**src/rtl/xsvf_pkg.sv**
```systemverilog
`default_nettype none
// ----------------------------------------------------------------------------
// xsvf_pkg
// Shared opcodes, parse phases and decode types for the XSVF framer.
// ----------------------------------------------------------------------------
package xsvf_pkg;

    localparam int unsigned MAX_VECTOR_BYTES = 8192;
    localparam int unsigned CNT_W            = 14;

    localparam logic [7:0] OP_XCOMPLETE    = 8'h00;
    localparam logic [7:0] OP_XTDOMASK     = 8'h01;
    localparam logic [7:0] OP_XSIR         = 8'h02;
    localparam logic [7:0] OP_XSDR         = 8'h03;
    localparam logic [7:0] OP_XRUNTEST     = 8'h04;
    localparam logic [7:0] OP_XREPEAT      = 8'h07;
    localparam logic [7:0] OP_XSDRSIZE     = 8'h08;
    localparam logic [7:0] OP_XSDRTDO      = 8'h09;
    localparam logic [7:0] OP_XSETSDRMASKS = 8'h0A;
    localparam logic [7:0] OP_XSDRB        = 8'h0C;
    localparam logic [7:0] OP_XSDRC        = 8'h0D;
    localparam logic [7:0] OP_XSDRE        = 8'h0E;
    localparam logic [7:0] OP_XSDRTDOB     = 8'h0F;
    localparam logic [7:0] OP_XSDRTDOC     = 8'h10;
    localparam logic [7:0] OP_XSDRTDOE     = 8'h11;
    localparam logic [7:0] OP_XSTATE       = 8'h12;

    localparam logic [1:0] ROLE_OPCODE = 2'd0;
    localparam logic [1:0] ROLE_PARAM  = 2'd1;
    localparam logic [1:0] ROLE_VEC1   = 2'd2;
    localparam logic [1:0] ROLE_VEC2   = 2'd3;

    typedef enum logic [4:0] {
        PH_OPCODE = 5'b00001,
        PH_PARAM  = 5'b00010,
        PH_VEC1   = 5'b00100,
        PH_VEC2   = 5'b01000,
        PH_IRLEN  = 5'b10000
    } phase_t;

    typedef enum logic [2:0] {
        K_COMPLETE,
        K_PARAM1,
        K_PARAM4,
        K_XSIR,
        K_ONE_VEC,
        K_TWO_VEC,
        K_OTHER
    } op_kind_t;

    typedef struct packed {
        op_kind_t kind;
        logic     is_ping;
    } op_dec_t;

endpackage
`default_nettype wire

```
**src/rtl/xsvf_opdec.sv**
```systemverilog
`default_nettype none
// ----------------------------------------------------------------------------
// xsvf_opdec
// Classifies an opcode byte by the shape of its payload.
// ----------------------------------------------------------------------------
module xsvf_opdec (
    input  wire logic             [7:0] opcode,
    input  wire logic             [7:0] ping_opcode,
    output xsvf_pkg::op_dec_t           dec
);

    always_comb
    begin
        dec.is_ping = (opcode == ping_opcode);
        unique case (opcode)
            xsvf_pkg::OP_XCOMPLETE:    dec.kind = xsvf_pkg::K_COMPLETE;
            xsvf_pkg::OP_XREPEAT,
            xsvf_pkg::OP_XSTATE:       dec.kind = xsvf_pkg::K_PARAM1;
            xsvf_pkg::OP_XRUNTEST,
            xsvf_pkg::OP_XSDRSIZE:     dec.kind = xsvf_pkg::K_PARAM4;
            xsvf_pkg::OP_XSIR:         dec.kind = xsvf_pkg::K_XSIR;
            xsvf_pkg::OP_XTDOMASK,
            xsvf_pkg::OP_XSDR,
            xsvf_pkg::OP_XSDRB,
            xsvf_pkg::OP_XSDRC,
            xsvf_pkg::OP_XSDRE:        dec.kind = xsvf_pkg::K_ONE_VEC;
            xsvf_pkg::OP_XSDRTDO,
            xsvf_pkg::OP_XSDRTDOB,
            xsvf_pkg::OP_XSDRTDOC,
            xsvf_pkg::OP_XSDRTDOE,
            xsvf_pkg::OP_XSETSDRMASKS: dec.kind = xsvf_pkg::K_TWO_VEC;
            // XSDRINC and unused codes
            default:                   dec.kind = xsvf_pkg::K_OTHER;
        endcase
    end

endmodule
`default_nettype wire

```
**src/rtl/xsvf_instruction_framer.sv**
```systemverilog
`default_nettype none
// ----------------------------------------------------------------------------
// xsvf_instruction_framer
// Tags each byte of an XSVF stream with its role and marks instruction ends.
// ----------------------------------------------------------------------------
// Usage:
//   Input channel in_valid/in_ready carries one stream byte per beat. Output
//   channel out_valid/out_ready carries one tagged beat per input beat, in
//   order: the byte, its role, an end-of-instruction mark and a bad-opcode
//   flag.
//   A byte is registered as it is taken and presented in the cycle after.
//   Throughput is one byte per cycle unless stalled; the parse state is updated
//   in a single pass between the state registers and the output register.
//   The output register decouples the sides: a new byte is taken whenever
//   the register is empty or its beat is being taken in the same cycle. If
//   the receiver stalls with the register full, in_ready drops and the
//   parse state holds.
//   cfg_write/cfg_data load the ping opcode; write only while idle.
//   Reset clears the parse state to expect an opcode, empties the output
//   register and sets the ping opcode to 8'hFF.
// ----------------------------------------------------------------------------
module xsvf_instruction_framer (
    input  wire logic       clk,
    input  wire logic       rst_n,
    input  wire logic       cfg_write,
    input  wire logic [7:0] cfg_data,
    input  wire logic       in_valid,
    output logic            in_ready,
    input  wire logic [7:0] in_byte,
    output logic            out_valid,
    input  wire logic       out_ready,
    output logic      [7:0] out_byte,
    output logic      [1:0] byte_role,
    output logic            last_of_instr,
    output logic            bad_opcode
);

    localparam int unsigned CW = xsvf_pkg::CNT_W;

    logic [7:0]          ping_reg;
    xsvf_pkg::phase_t    phase_reg, phase_next;
    logic [7:0]          opcode_reg, opcode_next;
    logic [CW-1:0]       left_reg, left_next;
    logic [1:0]          vecs_reg, vecs_next;
    logic [CW-1:0]       vcount_reg, vcount_next;
    logic [7:0]          size_hi_reg, size_hi_next;

    logic                out_valid_reg;
    logic [7:0]          out_byte_reg;
    logic [1:0]          role_reg, role_next;
    logic                last_reg, last_next;
    logic                bad_reg, bad_next;

    xsvf_pkg::op_dec_t   dec;
    logic                take;
    logic [CW-1:0]       left_dec;
    logic [1:0]          vecs_dec;
    logic [16:0]         size_sum;
    logic [CW-1:0]       size_bytes;
    logic [8:0]          ir_sum;
    logic [CW-1:0]       ir_bytes;

    xsvf_opdec u_opdec (
        .opcode      (in_byte),
        .ping_opcode (ping_reg),
        .dec         (dec)
    );

    assign in_ready = !out_valid_reg || out_ready;
    assign take     = in_valid && in_ready;

    assign left_dec = left_reg - CW'(1);
    assign vecs_dec = vecs_reg - 2'd1;
    assign size_sum = {1'b0, size_hi_reg, in_byte} + 17'd7;
    // ceil(bits/8) of a 16-bit size never exceeds the cap, but keep it
    assign size_bytes = (size_sum[16:3] > CW'(xsvf_pkg::MAX_VECTOR_BYTES))
                      ? CW'(xsvf_pkg::MAX_VECTOR_BYTES) : size_sum[16:3];
    assign ir_sum   = {1'b0, in_byte} + 9'd7;
    assign ir_bytes = CW'(ir_sum[8:3]);

    always_comb
    begin
        phase_next   = phase_reg;
        opcode_next  = opcode_reg;
        left_next    = left_reg;
        vecs_next    = vecs_reg;
        vcount_next  = vcount_reg;
        size_hi_next = size_hi_reg;
        role_next    = xsvf_pkg::ROLE_OPCODE;
        last_next    = 1'b0;
        bad_next     = 1'b0;

        unique case (phase_reg)
            xsvf_pkg::PH_PARAM:
            begin
                role_next = xsvf_pkg::ROLE_PARAM;
                if (opcode_reg == xsvf_pkg::OP_XSDRSIZE)
                begin
                    if (left_reg == CW'(2))
                        size_hi_next = in_byte;
                    else if (left_reg == CW'(1))
                        vcount_next = size_bytes;
                end
                left_next = left_dec;
                if (left_dec == '0)
                begin
                    last_next  = 1'b1;
                    phase_next = xsvf_pkg::PH_OPCODE;
                end
            end
            xsvf_pkg::PH_IRLEN:
            begin
                role_next = xsvf_pkg::ROLE_PARAM;
                if (ir_bytes == '0)
                begin
                    phase_next = xsvf_pkg::PH_OPCODE;
                    left_next  = '0;
                    vecs_next  = 2'd0;
                    last_next  = 1'b1;
                end
                else
                begin
                    phase_next = xsvf_pkg::PH_VEC1;
                    left_next  = ir_bytes;
                    vecs_next  = 2'd1;
                end
            end
            xsvf_pkg::PH_VEC1,
            xsvf_pkg::PH_VEC2:
            begin
                role_next = (phase_reg == xsvf_pkg::PH_VEC1)
                          ? xsvf_pkg::ROLE_VEC1 : xsvf_pkg::ROLE_VEC2;
                left_next = left_dec;
                if (left_dec == '0)
                begin
                    if (vecs_dec != 2'd0 && vcount_reg != '0)
                    begin
                        vecs_next  = vecs_dec;
                        phase_next = xsvf_pkg::PH_VEC2;
                        left_next  = vcount_reg;
                    end
                    else
                    begin
                        vecs_next  = 2'd0;
                        phase_next = xsvf_pkg::PH_OPCODE;
                        last_next  = 1'b1;
                    end
                end
            end
            default:
            begin
                opcode_next = in_byte;
                unique case (dec.kind)
                    xsvf_pkg::K_COMPLETE:
                        last_next = 1'b1;
                    xsvf_pkg::K_PARAM1:
                    begin
                        phase_next = xsvf_pkg::PH_PARAM;
                        left_next  = CW'(1);
                    end
                    xsvf_pkg::K_PARAM4:
                    begin
                        phase_next = xsvf_pkg::PH_PARAM;
                        left_next  = CW'(4);
                    end
                    xsvf_pkg::K_XSIR:
                        phase_next = xsvf_pkg::PH_IRLEN;
                    xsvf_pkg::K_ONE_VEC,
                    xsvf_pkg::K_TWO_VEC:
                    begin
                        if (vcount_reg == '0)
                        begin
                            phase_next = xsvf_pkg::PH_OPCODE;
                            left_next  = '0;
                            vecs_next  = 2'd0;
                            last_next  = 1'b1;
                        end
                        else
                        begin
                            phase_next = xsvf_pkg::PH_VEC1;
                            left_next  = vcount_reg;
                            vecs_next  = (dec.kind == xsvf_pkg::K_TWO_VEC) ? 2'd2 : 2'd1;
                        end
                    end
                    default:
                    begin
                        phase_next = xsvf_pkg::PH_OPCODE;
                        last_next  = 1'b1;
                        bad_next   = !dec.is_ping;
                    end
                endcase
            end
        endcase
    end

    always_ff @(posedge clk or negedge rst_n)
    begin
        if (!rst_n)
        begin
            ping_reg      <= 8'hFF;
            phase_reg     <= xsvf_pkg::PH_OPCODE;
            opcode_reg    <= '0;
            left_reg      <= '0;
            vecs_reg      <= '0;
            vcount_reg    <= '0;
            size_hi_reg   <= '0;
            out_valid_reg <= 1'b0;
        end
        else
        begin
            if (cfg_write)
                ping_reg <= cfg_data;
            if (take)
            begin
                phase_reg   <= phase_next;
                opcode_reg  <= opcode_next;
                left_reg    <= left_next;
                vecs_reg    <= vecs_next;
                vcount_reg  <= vcount_next;
                size_hi_reg <= size_hi_next;
            end
            if (in_ready)
                out_valid_reg <= in_valid;
        end
    end

    // result payload, no reset needed
    always_ff @(posedge clk)
    begin
        if (take)
        begin
            out_byte_reg <= in_byte;
            role_reg     <= role_next;
            last_reg     <= last_next;
            bad_reg      <= bad_next;
        end
    end

    assign out_valid     = out_valid_reg;
    assign out_byte      = out_byte_reg;
    assign byte_role     = role_reg;
    assign last_of_instr = last_reg;
    assign bad_opcode    = bad_reg;

endmodule
`default_nettype wire

```
**config.mk**
```make
export PLATFORM = sky130hd
export DESIGN_NAME = xsvf_instruction_framer
export DESIGN_NICKNAME = d
export VERILOG_FILES = /design/src/rtl/xsvf_pkg.sv /design/src/rtl/xsvf_opdec.sv /design/src/rtl/xsvf_instruction_framer.sv
export SDC_FILE = /design/constraint.sdc
export NUM_CORES = 1
export LEC_CHECK = 0
export ABC_AREA = 1
export BUFFER_PORTS_ARGS = -buffer_cell sky130_fd_sc_hd__buf_2
export CAP_MARGIN = 25
export CORE_MARGIN = 2
export CORE_UTILIZATION = 40
export CTS_CLUSTER_SIZE = 12
export DETAILED_ROUTE_END_ITERATION = 6
export SKIP_LAST_GASP = 1
export SLEW_MARGIN = 10
export SYNTH_ARGS = -nofsm -noshare
export SYNTH_HDL_FRONTEND = slang
export SYNTH_SLANG_ARGS = --single-unit
```
**constraint.sdc**
```tcl
create_clock -name clk -period 6.5 [get_ports clk]
set_input_delay 1.3 -clock clk [delete_from_list [all_inputs] [get_ports clk]]
set_output_delay 1.3 -clock clk [all_outputs]
set_load 0.1 [all_outputs]
```
==> run_results.csv <==
group,metric,value,unit
route,drc,0,
critical_path,r2r-start,"left_reg[0]",
pwr,p_switching,634,µW
critical_path,r2r_setup_slack,3.37,ns
synthesis,synth_cells,679,
critical_path,timing.rr.end,"phase_reg[1]",
final_layout,layout.nets,738,
place,postPlaceCellArea,5150,µm²
timing,finalHoldViolCount,0,
cts,h-tree-depth,3,
critical_path,cp_data_required_time,5.20,ns
synthesis,ys_types,41,
timing,clock_skew,0.00969,ns
cts,clk_pin_slew_worst_paths,0.06,ns
outcome,outcome,"finished, final reports clean",
timing,maxSlewViolCount,0,
final_layout,syn_to_final_growth,11.6,%
route,firstDrtPassIters,6,
floorplanning,die-width,114,µm
critical_path,path_class,"in -> out",
synthesis,async_reset_ff_share,83.3,%
place,place_hpwl,9.66,mm
synthesis,synth_warnings,0,
synthesis,syn_area_per_cell,7.18,µm²
floorplanning,initial_core_util,40.7,%
hold_path,hold_path.startpoint,"vecs_reg[1]",
pwr,vdd_ir_drop_max,142,µV
final_layout,nFillCells,1228,
synthesis,syn-cell-area,4870,µm²
floorplanning,core_area,12000,µm²
global_routing,gr-total-overflow,0,
timing,post-route-period-util,49.5,%
final_layout,stdcell_area,5440,µm²
global_routing,grt_max_degree,61,
place,routabilityCongestion,0.967,
floorplanning,row_count,40,
global_routing,antenna_found_initial,0,
pwr,clkPwrFrac,30.8,%
timing,tightest_slew,0.814,ns
synthesis,ys.flop_type,"dfrtp_1",
timing,fmax,0.311,GHz
synthesis,synth_edf_count,12,
cts,clk_path_buf_depth,2,
synthesis,synth_seq_cells,72,
global_routing,grt_pass1_vias,4402,
critical_path,r2r_cells,13,
cts,numCtsBuffers,9,
pwr,seqPwrFrac,37.5,%
pwr,pwr_density_cell,287,nW/µm²
floorplanning,die-area,13100,µm²
route,drtIter0Drc,343,
final_layout,multi_input_area,2590,µm²
global_routing,grt_use_total,21.7,%
hold_path,holdPathStages,2,
hold_path,min_to,"vecs_reg[1]",
critical_path,critPathLaunchType,"input port",
global_routing,grt_pass1_wl,22.2,mm
pwr,cellLeakagePower,0.00259,µW
critical_path,cp-end-kind,"output pin",
pwr,p_sw_share,40.7,%
final_layout,antenna_cells,0,
pwr,p_int,924,µW
timing,finalCriticalPeriod,3.22,ns
cts,ctsHoldBuffers,0,
cts,clk_latency,0.35,ns
cts,cts.sinks,72,
critical_path,worstSetupStartpoint,"out_ready",
place,place.port_buffers,34,
floorplanning,dieHeight,114,µm
route,antenna_left,0,
cts,cts_setup_buffers,0,
synthesis,seq_area_frac_synth,38.4,%
synthesis,mappedNetlistNets,708,
final_layout,seqCellArea,1870,µm²
floorplanning,ios,35,
pwr,power_frac_comb,31.7,%
cts,cts_resized,0,
critical_path,cp.arrival,1.92,ns
hold_path,hold_class,"reg -> reg",
route,viasPerCell,5.38,
route,drt_wl_total,13.0,mm
final_layout,drive_gt1_share,15.1,%
critical_path,worstPathMaxFanout,3,
route,wl_per_cell,15.1,µm
route,vias,4635,
timing,rsz0062_at_grt,"false",
timing,slew_headroom,45.7,%
timing,tns,0,ns
flow_run,max-cap-violations,0,
timing,finalSetupViolations,0,
cts,clockRootBuffer,"clkbuf_16",
cts,cts_tree,"yes",
[through the flow]
stage	util (%)	hold WS [ns]	power, µW	cells	worst slack [ns]
floorplan	-	0.442	954	679	2.93
global placement	43.1	0.461	1070	845	3.09
detailed placement	43.1	0.461	1080	845	2.98
CTS	45.4	0.475	1560	861	3.28
global route	45.4	0.494	1660	861	3.08
finish	45.4	0.470	1560	861	3.28
[worst max-delay path by stage]
stage	to	cells past startpoint
after floorplan	left_reg[0]	10
after global placement	left_reg[4]	17
after detailed placement	left_reg[4]	17
after CTS	in_ready	4
after global routing	left_reg[1]	17
final	in_ready	4
[cell usage in the layout, fill, tap and decap left out, types with 2 or more instances in the layout]
cell type / n
nand2_4: 2
buf_2: 34
a21oi_1: 23
a221oi_1: 3
xnor2_1: 2
ha_1: 8
clkinvlp_4: 2
buf_4: 2
edfxtp_1: 12
o21ai_0: 51
inv_2: 6
nand3_4: 2
nand2_1: 202
o21ai_1: 3
clkbuf_16: 9
dfstp_2: 9
dfrtp_1: 51
xor2_1: 14
nor2_4: 7
o22ai_1: 2
inv_6: 4
nor2_1: 58
nand3_2: 2
a22oi_1: 2
o21ai_2: 2
nand2_2: 9
a21oi_4: 3
nor3_1: 5
nand4_1: 21
nor4_1: 2
mux2_2: 6
nor2_2: 6
a31oi_1: 2
inv_1: 77
nand3_1: 62
[synth_stat cells (5+ instances only)]
| cell | instances | area share (%) |
|---|---|---|
| edfxtp_1 | 12 | 7.4 |
| nor2_1 | 58 | 4.5 |
| nand4_1 | 21 | 2.7 |
| buf_2 | 9 | 0.92 |
| inv_1 | 77 | 5.9 |
| mux2_2 | 6 | 1.4 |
| dfstp_2 | 9 | 4.9 |
| nor3_1 | 5 | 0.51 |
| o21ai_0 | 51 | 5.2 |
| dfrtp_1 | 51 | 26 |
| xor2_1 | 14 | 2.5 |
| clkbuf_1 | 6 | 0.46 |
| nor2_4 | 7 | 1.6 |
| a21oi_1 | 23 | 2.4 |
| nand2_1 | 202 | 16 |
| inv_2 | 6 | 0.46 |
| nand3_1 | 62 | 6.4 |
| nor2_2 | 6 | 0.77 |
| ha_1 | 8 | 2.1 |
| nand2_2 | 9 | 1.2 |
[power by group through the flow]
| stage | sequential (µW) | combinational [µW] | clock [µW] |
|---|---|---|---|
| floorplan | 605 | 349 | 0 |
| global placement | 589 | 483 | 0 |
| detailed placement | 589 | 491 | 0 |
| CTS | 582 | 492 | 489 |
| global route | 592 | 561 | 509 |
| finish | 584 | 493 | 480 |
[layout make-up]
class / instances / share of cell area [%]
clock buffer: 9 / 4.14
clock inverter: 7 / 1.08
inverter: 84 / 5.80
multi-input combinational: 506 / 47.7
sequential: 72 / 34.5
tap: 147 / 3.38
timing repair buffer: 36 / 3.41
[routing by layer]
layer  global-route usage (%)  up-vias  share of wire, %
met5                        0        -                 0
met4                     9.43        0               2.7
met3                     4.92       29               7.0
met2                     33.2      182                45
met1                     29.6     2138                45
li1                         -     2286                 -
[critical path: stages]
cell and delay (ns):
buf_2 0.07, inv_1 0.03, nand2_1 0.08, buf_2 0.43
[kinds of logic after synthesis]
| family | synth area share (%) |
|---|---|
| adder cells (fa/ha/maj) | 2.05 |
| AO/OA/AOI/OAI | 10.8 |
| AND/OR/NAND/NOR | 36.1 |
| XOR/XNOR | 2.88 |
| flip-flops | 38.4 |
| multiplexers | 1.39 |
| buffers and inverters | 8.32 |
(Power assumes the default switching activity.)
